**config.mk**
```make
export PLATFORM = sky130hd
export DESIGN_NAME = rgb_to_hsv_pixel_core
export DESIGN_NICKNAME = d
export VERILOG_FILES = /design/src/sv/rthsv_pkg.sv /design/src/sv/rthsv_prep.sv /design/src/sv/rthsv_div_stage.sv /design/src/sv/rgb_to_hsv_pixel_core.sv
export SDC_FILE = /design/constraint.sdc
export NUM_CORES = 1
export LEC_CHECK = 0
export BUFFER_PORTS_ARGS = -buffer_cell sky130_fd_sc_hd__buf_2
export CAP_MARGIN = 20
export CORE_MARGIN = 1.5
export CORE_UTILIZATION = 37
export CTS_CLUSTER_SIZE = 30
export DETAILED_ROUTE_END_ITERATION = 8
export GPL_TIMING_DRIVEN = 0
export MAX_ROUTING_LAYER = met4
export PLACE_DENSITY_LB_ADDON = 0.08
export SYNTH_ARGS = -nofsm -noshare
export SYNTH_HDL_FRONTEND = slang
export SYNTH_SLANG_ARGS = --single-unit
```
**constraint.sdc**
```tcl
create_clock -name clock -period 13.25 [get_ports clock]
set_input_delay 1.9875 -clock clock [delete_from_list [all_inputs] [get_ports clock]]
set_output_delay 1.9875 -clock clock [all_outputs]
set_load 0.01 [all_outputs]
```
**src/sv/rthsv_pkg.sv**
```systemverilog
// shared types and constants for the rgb to hsv pixel core
`timescale 1ns / 1ps
package rthsv_pkg;

   localparam int CH_W            = 8;
   localparam int QUO_W           = 8;
   localparam int DIV_STAGES      = 4;
   localparam int STEPS_PER_STAGE = QUO_W / DIV_STAGES;
   localparam int NUM_W           = 16;
   localparam int DVS_W           = NUM_W - 1;
   localparam int HUE_WRAP        = 180;
   localparam int HUE_MAX         = HUE_WRAP - 1;

   typedef struct packed {
      logic [CH_W-1:0] blue;
      logic [CH_W-1:0] green;
      logic [CH_W-1:0] red;
   } pix_type;

   typedef struct packed {
      logic [CH_W-1:0] hue;
      logic [CH_W-1:0] saturation;
      logic [CH_W-1:0] brightness;
   } hsv_type;

   typedef enum logic [2:0] {
      SEC_RED   = 3'b001,
      SEC_GREEN = 3'b010,
      SEC_BLUE  = 3'b100
   } sector_type;

   // one restoring divider lane: partial remainder, shifted divisor, quotient so far
   typedef struct packed {
      logic [NUM_W-1:0] rem;
      logic [DVS_W-1:0] dvs;
      logic [QUO_W-1:0] quo;
   } div_lane_type;

   typedef struct packed {
      div_lane_type    hue;
      div_lane_type    sat;
      logic            gray;
      logic            black;
      logic [CH_W-1:0] brightness;
   } div_type;

endpackage

```
**src/sv/rthsv_prep.sv**
```systemverilog
// front stages: channel max and min, sector, and the two division operands
`timescale 1ns / 1ps
module rthsv_prep
   import rthsv_pkg::*;
(
   input  logic    clock,
   input  logic    reset,
   input  logic    in_valid,
   input  pix_type in_data,
   output logic    in_hold,
   output logic    out_valid,
   output div_type out_data,
   input  logic    out_hold
);

   logic              s1_valid_ff;
   logic [CH_W-1:0]   s1_hi_ff;
   logic [CH_W-1:0]   s1_lo_ff;
   sector_type        s1_sec_ff;
   logic signed [8:0] s1_diff_ff;

   logic              s2_valid_ff;
   div_type           s2_data_ff;

   logic              s1_move;
   logic              s2_move;

   logic [CH_W-1:0]   hi_in;
   logic [CH_W-1:0]   lo_in;
   sector_type        sec_in;
   logic signed [8:0] diff_in;

   logic [CH_W-1:0]   chroma;
   logic [11:0]       base_d;
   logic [11:0]       tsum;
   logic [16:0]       t_ext;
   logic [16:0]       n30;
   logic [16:0]       d180;
   logic [16:0]       n_wrap;
   logic [NUM_W-1:0]  num_sat;
   div_type           s2_in;

   assign s2_move = !s2_valid_ff || !out_hold;
   assign s1_move = !s1_valid_ff || s2_move;
   assign in_hold = !s1_move;

   always_comb begin
      logic [CH_W-1:0] m;
      logic [CH_W-1:0] n;
      m = (in_data.red > in_data.green) ? in_data.red : in_data.green;
      hi_in = (m > in_data.blue) ? m : in_data.blue;
      n = (in_data.red < in_data.green) ? in_data.red : in_data.green;
      lo_in = (n < in_data.blue) ? n : in_data.blue;
      // ties go to red, then green
      if (hi_in == in_data.red) begin
         sec_in  = SEC_RED;
         diff_in = $signed({1'b0, in_data.green}) - $signed({1'b0, in_data.blue});
      end else if (hi_in == in_data.green) begin
         sec_in  = SEC_GREEN;
         diff_in = $signed({1'b0, in_data.blue}) - $signed({1'b0, in_data.red});
      end else begin
         sec_in  = SEC_BLUE;
         diff_in = $signed({1'b0, in_data.red}) - $signed({1'b0, in_data.green});
      end
   end

   always_ff @(posedge clock) begin
      if (reset) begin
         s1_valid_ff <= 1'b0;
      end else if (s1_move) begin
         s1_valid_ff <= in_valid;
      end
      if (s1_move && in_valid) begin
         s1_hi_ff   <= hi_in;
         s1_lo_ff   <= lo_in;
         s1_sec_ff  <= sec_in;
         s1_diff_ff <= diff_in;
      end
   end

   always_comb begin
      chroma = s1_hi_ff - s1_lo_ff;
      case (s1_sec_ff)
         SEC_RED:   base_d = 12'd0;
         SEC_GREEN: base_d = {3'b000, chroma, 1'b0};
         SEC_BLUE:  base_d = {2'b00, chroma, 2'b00};
         default:   base_d = 12'd0;
      endcase
      tsum   = base_d + {{3{s1_diff_ff[8]}}, s1_diff_ff};
      t_ext  = {{5{tsum[11]}}, tsum};
      // times thirty as two shifts, two's complement throughout
      n30    = (t_ext << 5) - (t_ext << 1);
      d180   = {9'b0, chroma} * 17'(HUE_WRAP);
      n_wrap = n30[16] ? (n30 + d180) : n30;
      // 255 * chroma
      num_sat = {chroma, 8'b0} - {8'b0, chroma};

      s2_in.hue.rem    = n_wrap[NUM_W-1:0];
      s2_in.hue.dvs    = {chroma, {(DVS_W-CH_W){1'b0}}};
      s2_in.hue.quo    = '0;
      s2_in.sat.rem    = num_sat;
      s2_in.sat.dvs    = {s1_hi_ff, {(DVS_W-CH_W){1'b0}}};
      s2_in.sat.quo    = '0;
      s2_in.gray       = (chroma == '0);
      s2_in.black      = (s1_hi_ff == '0);
      s2_in.brightness = s1_hi_ff;
   end

   always_ff @(posedge clock) begin
      if (reset) begin
         s2_valid_ff <= 1'b0;
      end else if (s2_move) begin
         s2_valid_ff <= s1_valid_ff;
      end
      if (s2_move && s1_valid_ff) begin
         s2_data_ff <= s2_in;
      end
   end

   assign out_valid = s2_valid_ff;
   assign out_data  = s2_data_ff;

endmodule

```
**src/sv/rthsv_div_stage.sv**
```systemverilog
// one pipeline stage of the two restoring dividers, two quotient bits each
`timescale 1ns / 1ps
module rthsv_div_stage
   import rthsv_pkg::*;
(
   input  logic    clock,
   input  logic    reset,
   input  logic    in_valid,
   input  div_type in_data,
   output logic    in_hold,
   output logic    out_valid,
   output div_type out_data,
   input  logic    out_hold
);

   logic    valid_ff;
   div_type data_ff;
   div_type data_in;
   logic    move;

   function automatic div_lane_type div_step(input div_lane_type l);
      div_lane_type r;
      r = l;
      if ({1'b0, l.dvs} <= l.rem) begin
         r.rem = l.rem - {1'b0, l.dvs};
         r.quo = {l.quo[QUO_W-2:0], 1'b1};
      end else begin
         r.quo = {l.quo[QUO_W-2:0], 1'b0};
      end
      r.dvs = l.dvs >> 1;
      return r;
   endfunction

   always_comb begin
      data_in = in_data;
      for (int k = 0; k < STEPS_PER_STAGE; k++) begin
         data_in.hue = div_step(data_in.hue);
         data_in.sat = div_step(data_in.sat);
      end
   end

   assign move    = !valid_ff || !out_hold;
   assign in_hold = !move;

   always_ff @(posedge clock) begin
      if (reset) begin
         valid_ff <= 1'b0;
      end else if (move) begin
         valid_ff <= in_valid;
      end
      if (move && in_valid) begin
         data_ff <= data_in;
      end
   end

   assign out_valid = valid_ff;
   assign out_data  = data_ff;

endmodule

```
**src/sv/rgb_to_hsv_pixel_core.sv**
```systemverilog
// throughput: one pixel per cycle unless stalled, all seven register stages take a transfer per cycle
// each stage holds its own valid bit, so bubbles close up while rsp is stalled
// reset: synchronous, clears every stage valid bit; data registers are not reset
// top level: front stages, divider pipeline and output register
`timescale 1ns / 1ps
module rgb_to_hsv_pixel_core
   import rthsv_pkg::*;
(
   input  logic    clock,
   input  logic    reset,
   input  logic    req_valid,
   output logic    req_stall,
   input  pix_type req_data,
   output logic    rsp_valid,
   input  logic    rsp_stall,
   output hsv_type rsp_data
);

   logic    div_valid [0:DIV_STAGES];
   div_type div_data  [0:DIV_STAGES];
   logic    div_hold  [0:DIV_STAGES];

   logic    rsp_valid_ff;
   hsv_type rsp_data_ff;
   hsv_type rsp_data_in;
   logic    out_move;

   rthsv_prep u_prep (
      .clock     (clock),
      .reset     (reset),
      .in_valid  (req_valid),
      .in_data   (req_data),
      .in_hold   (req_stall),
      .out_valid (div_valid[0]),
      .out_data  (div_data[0]),
      .out_hold  (div_hold[0])
   );

   for (genvar g = 0; g < DIV_STAGES; g++) begin : g_div
      rthsv_div_stage u_div (
         .clock     (clock),
         .reset     (reset),
         .in_valid  (div_valid[g]),
         .in_data   (div_data[g]),
         .in_hold   (div_hold[g]),
         .out_valid (div_valid[g+1]),
         .out_data  (div_data[g+1]),
         .out_hold  (div_hold[g+1])
      );
   end

   assign out_move             = !rsp_valid_ff || !rsp_stall;
   assign div_hold[DIV_STAGES] = !out_move;

   always_comb begin
      rsp_data_in.hue        = div_data[DIV_STAGES].gray  ? '0 : div_data[DIV_STAGES].hue.quo;
      rsp_data_in.saturation = div_data[DIV_STAGES].black ? '0 : div_data[DIV_STAGES].sat.quo;
      rsp_data_in.brightness = div_data[DIV_STAGES].brightness;
   end

   always_ff @(posedge clock) begin
      if (reset) begin
         rsp_valid_ff <= 1'b0;
      end else if (out_move) begin
         rsp_valid_ff <= div_valid[DIV_STAGES];
      end
      if (out_move && div_valid[DIV_STAGES]) begin
         rsp_data_ff <= rsp_data_in;
      end
   end

   assign rsp_valid = rsp_valid_ff;
   assign rsp_data  = rsp_data_ff;

   a_hue_range : assert property (@(posedge clock) disable iff (reset)
      rsp_valid |-> (rsp_data.hue <= 8'(HUE_MAX)))
      else $error("hue out of range");

   a_black_zero : assert property (@(posedge clock) disable iff (reset)
      (rsp_valid && rsp_data.brightness == '0) |->
         (rsp_data.saturation == '0 && rsp_data.hue == '0))
      else $error("black pixel with nonzero hue or saturation");

   a_gray_hue : assert property (@(posedge clock) disable iff (reset)
      (rsp_valid && rsp_data.saturation == '0) |-> (rsp_data.hue == '0))
      else $error("zero saturation with nonzero hue");

   a_stall_only_when_full : assert property (@(posedge clock) disable iff (reset)
      (req_stall && !rsp_valid) |-> 1'b0)
      else $error("input stalled with nothing at the output");

endmodule

```
==> impl_metrics.tcl <==
set metrics [dict create \
    fin_crit_ns 7.496 \
    fp.dieH_um 249.9 \
    postRouteAntennaNets 0 \
    syn-num-nets 2525 \
    start_util_pct 37.38 \
    fin_tns_setup_ns 0 \
    area_growth_pct 12.58 \
    holdPathStages 0 \
    overflow 0 \
    design.die.area_mm2 0.06247 \
    core_area_mm2 0.06036 \
    mappedNetlistArea_mm2 0.02256 \
    fp.dieW_um 249.9 \
    busiest_layer "met2" \
    drive_gt1_share_pct 10.15 \
    dpl.hpwl_um 41980 \
    rsz0062_at_grt "false" \
    final_common_cell "edfxtp_1" \
    finalHoldViolCount 0 \
    track_usage_pct 17.00 \
    diodes 0 \
    yosysWarnings 0 \
    layout.nets 2626 \
    ys_types 96 \
    drt_iter0_drc 668 \
    worstSetupPathType "reg2reg" \
    clkLatencyLatePin_ns 0.56 \
    synth_area_leaders "edfxtp_1, ha_1, inv_1, o21ai_0, xnor2_1" \
    synth.avg_cell_area_um2 10.09 \
    rows 90 \
    cts_buffers 37 \
    cts-root-buf "clkbuf_16" \
    first_pass_iters 5 \
    grt_pass1_wl_um 84000 \
    ys_ff_latch 301 \
    routed-via-count 16379 \
    antenna_found_initial 0 \
    ctsHoldBuffers 0 \
    endpoint_kind "register" \
    drv_slew 0 \
    fin_util_pct 42.08 \
    worst_pin_slew_ns 1.057 \
    cp_data_arrival_time_ns 7.78 \
    synth_edf_count 294 \
    layout_common_cells "edfxtp_1, ha_1, inv_1" \
    grt.met2_usage_pct 30.64 \
    wl_per_cell_um 16.41 \
    grt_use_met1_pct 19.68 \
    max_freq_mhz 133.4 \
    crit_path_max_fanout 10 \
    port_buffers 53 \
    ctsLongestPathBuffers 3 \
    synth_flop_cell "edfxtp_1" \
    cts_setup_buffers 0 \
    cp_slowest_stage_delay_ns 0.83 \
    status "finished clean" \
    clock_skew_ns 0.01355 \
    gp_congestion 0.8590 \
    route.detailed.drc 0 \
    grt_pass1_vias 16588 \
    path_clk_slew_ns 0.06 \
    grt_use_met3_pct 2.065 \
    via_per_inst 5.205 \
    crit_slowest_cell "xnor2_1" \
    yosysTopAreaCell "edfxtp_1" \
    cap_viol_max_count 0 \
    htree_levels 2 \
    hold_path.class "reg2reg" \
    cts.sinks 301 \
    finalSetupViolCount 0 \
    finalCritPeriodShare_pct 56.57 \
    startpoint_type "register" \
    cts_resized 0 \
    r2r_cells 29 \
    async_reset_ff_share_pct 0 \
    syn-instance-count 2235 \
    synth-seq-area-share_pct 39.75 \
    cts_tree "yes" \
    crit_top_cell "ha_1" \
    required_ns 13.53 \
    grt_max_degree 34 \
    io_pins 54 \
    synth_top_area_share_pct 39.13 \
    wl_um 51630 \
    slew_headroom_pct 29.06 \
]
layout make-up:
cell class | count | area [um^2]
inverter | 227 | 852.1
sequential | 301 | 8969
buffer | 32 | 161.4
clock buffer | 38 | 929.6
timing repair buffer | 62 | 435.4
fill | 5824 | 34960
tap | 782 | 978.4
clock inverter | 30 | 427.9
multi-input combinational | 1675 | 12650
synthesized netlist by cell type, types with 11 or more instances:
cell type / n
a211oi_1: 16
a21boi_0: 20
a21o_1: 54
a21oi_1: 133
a22oi_1: 16
a31oi_1: 11
and3_1: 14
clkbuf_1: 18
edfxtp_1: 294
fa_1: 30
ha_1: 232
inv_1: 224
mux2_2: 55
mux2i_1: 38
nand2_1: 148
nand2b_1: 29
nand3_1: 20
nand4_1: 34
nor2_1: 170
nor2b_1: 60
nor3_1: 45
nor4_1: 26
o21a_1: 16
o21ai_0: 154
o21bai_1: 20
o31ai_1: 13
or3_1: 15
xnor2_1: 84
xor2_1: 57
through the flow:
| stage | hold WS [ns] | cells | area (um^2) | setup slack (ns) |
|---|---|---|---|---|
| finish | 0.4146 | 3147 | 25400 | 5.754 |
| global route | 0.4222 | 3147 | 25400 | 5.150 |
| CTS | 0.4174 | 3146 | 25390 | 5.790 |
| detailed placement | 0.4045 | 3078 | 24030 | 5.418 |
| global placement | 0.4021 | 3070 | 23810 | 3.845 |
| floorplan | 0.4003 | 2235 | 22560 | 6.091 |
registers in the layout (all words and copies together), names as in the netlist:
| register | flops |
|---|---|
| u_prep.s1_valid_ff | 1 |
| u_prep.s1_hi_ff | 8 |
| g_div.u_div.out_data | 194 |
| rsp_valid | 1 |
| g_div.u_div.out_valid | 4 |
| u_prep.out_valid | 1 |
| u_prep.s1_diff_ff | 9 |
| u_prep.s1_lo_ff | 8 |
| u_prep.s1_sec_ff | 3 |
| rsp_data | 24 |
| u_prep.out_data | 48 |
routing by layer:
| layer | up-vias | wire, um |
|---|---|---|
| li1 | 8425 | - |
| met1 | 7629 | 23030 |
| met2 | 244 | 25820 |
| met3 | 81 | 1539 |
| met4 | 0 | 1236 |
| met5 | - | 0 |
cells by family (layout without fill, tap and decap cells):
kind of cell	count (synthesis)	in the layout	synth area share, %
buffers and inverters	259	389	4.492
DFF	301	301	39.75
and+or+nand+nor	627	627	14.17
adders and majority gates	262	262	15.53
AOI/OAI and AO/OA	545	545	15.79
xor gates and xnor gates	141	141	5.474
muxes	100	100	4.797
worst max-delay path: cells and delay by family (launching register included):
kind                       cells  cell delay, ns
xor gates and xnor gates       4            1.59
muxes                          1            0.16
AOI/OAI and AO/OA             10            1.93
and+or+nand+nor               10            1.76
DFF                            1            0.46
adders and majority gates      4            1.32
path summary, 6_finish.rpt:
path | from | to | slack, ns
worst max-delay path | u_prep.s1_hi_ff[1] | u_prep.out_data[87] | 5.75
worst min-delay path | g_div[1].u_div.out_data[12] | g_div[2].u_div.out_data[14] | 0.41
worst max register to register | u_prep.s1_hi_ff[1] | u_prep.out_data[87] | 5.75
worst min register to register | g_div[1].u_div.out_data[12] | g_div[2].u_div.out_data[14] | 0.41
Power is not shown: default switching activity piles up to over one toggle a cycle in this logic, so the estimate is an artifact.
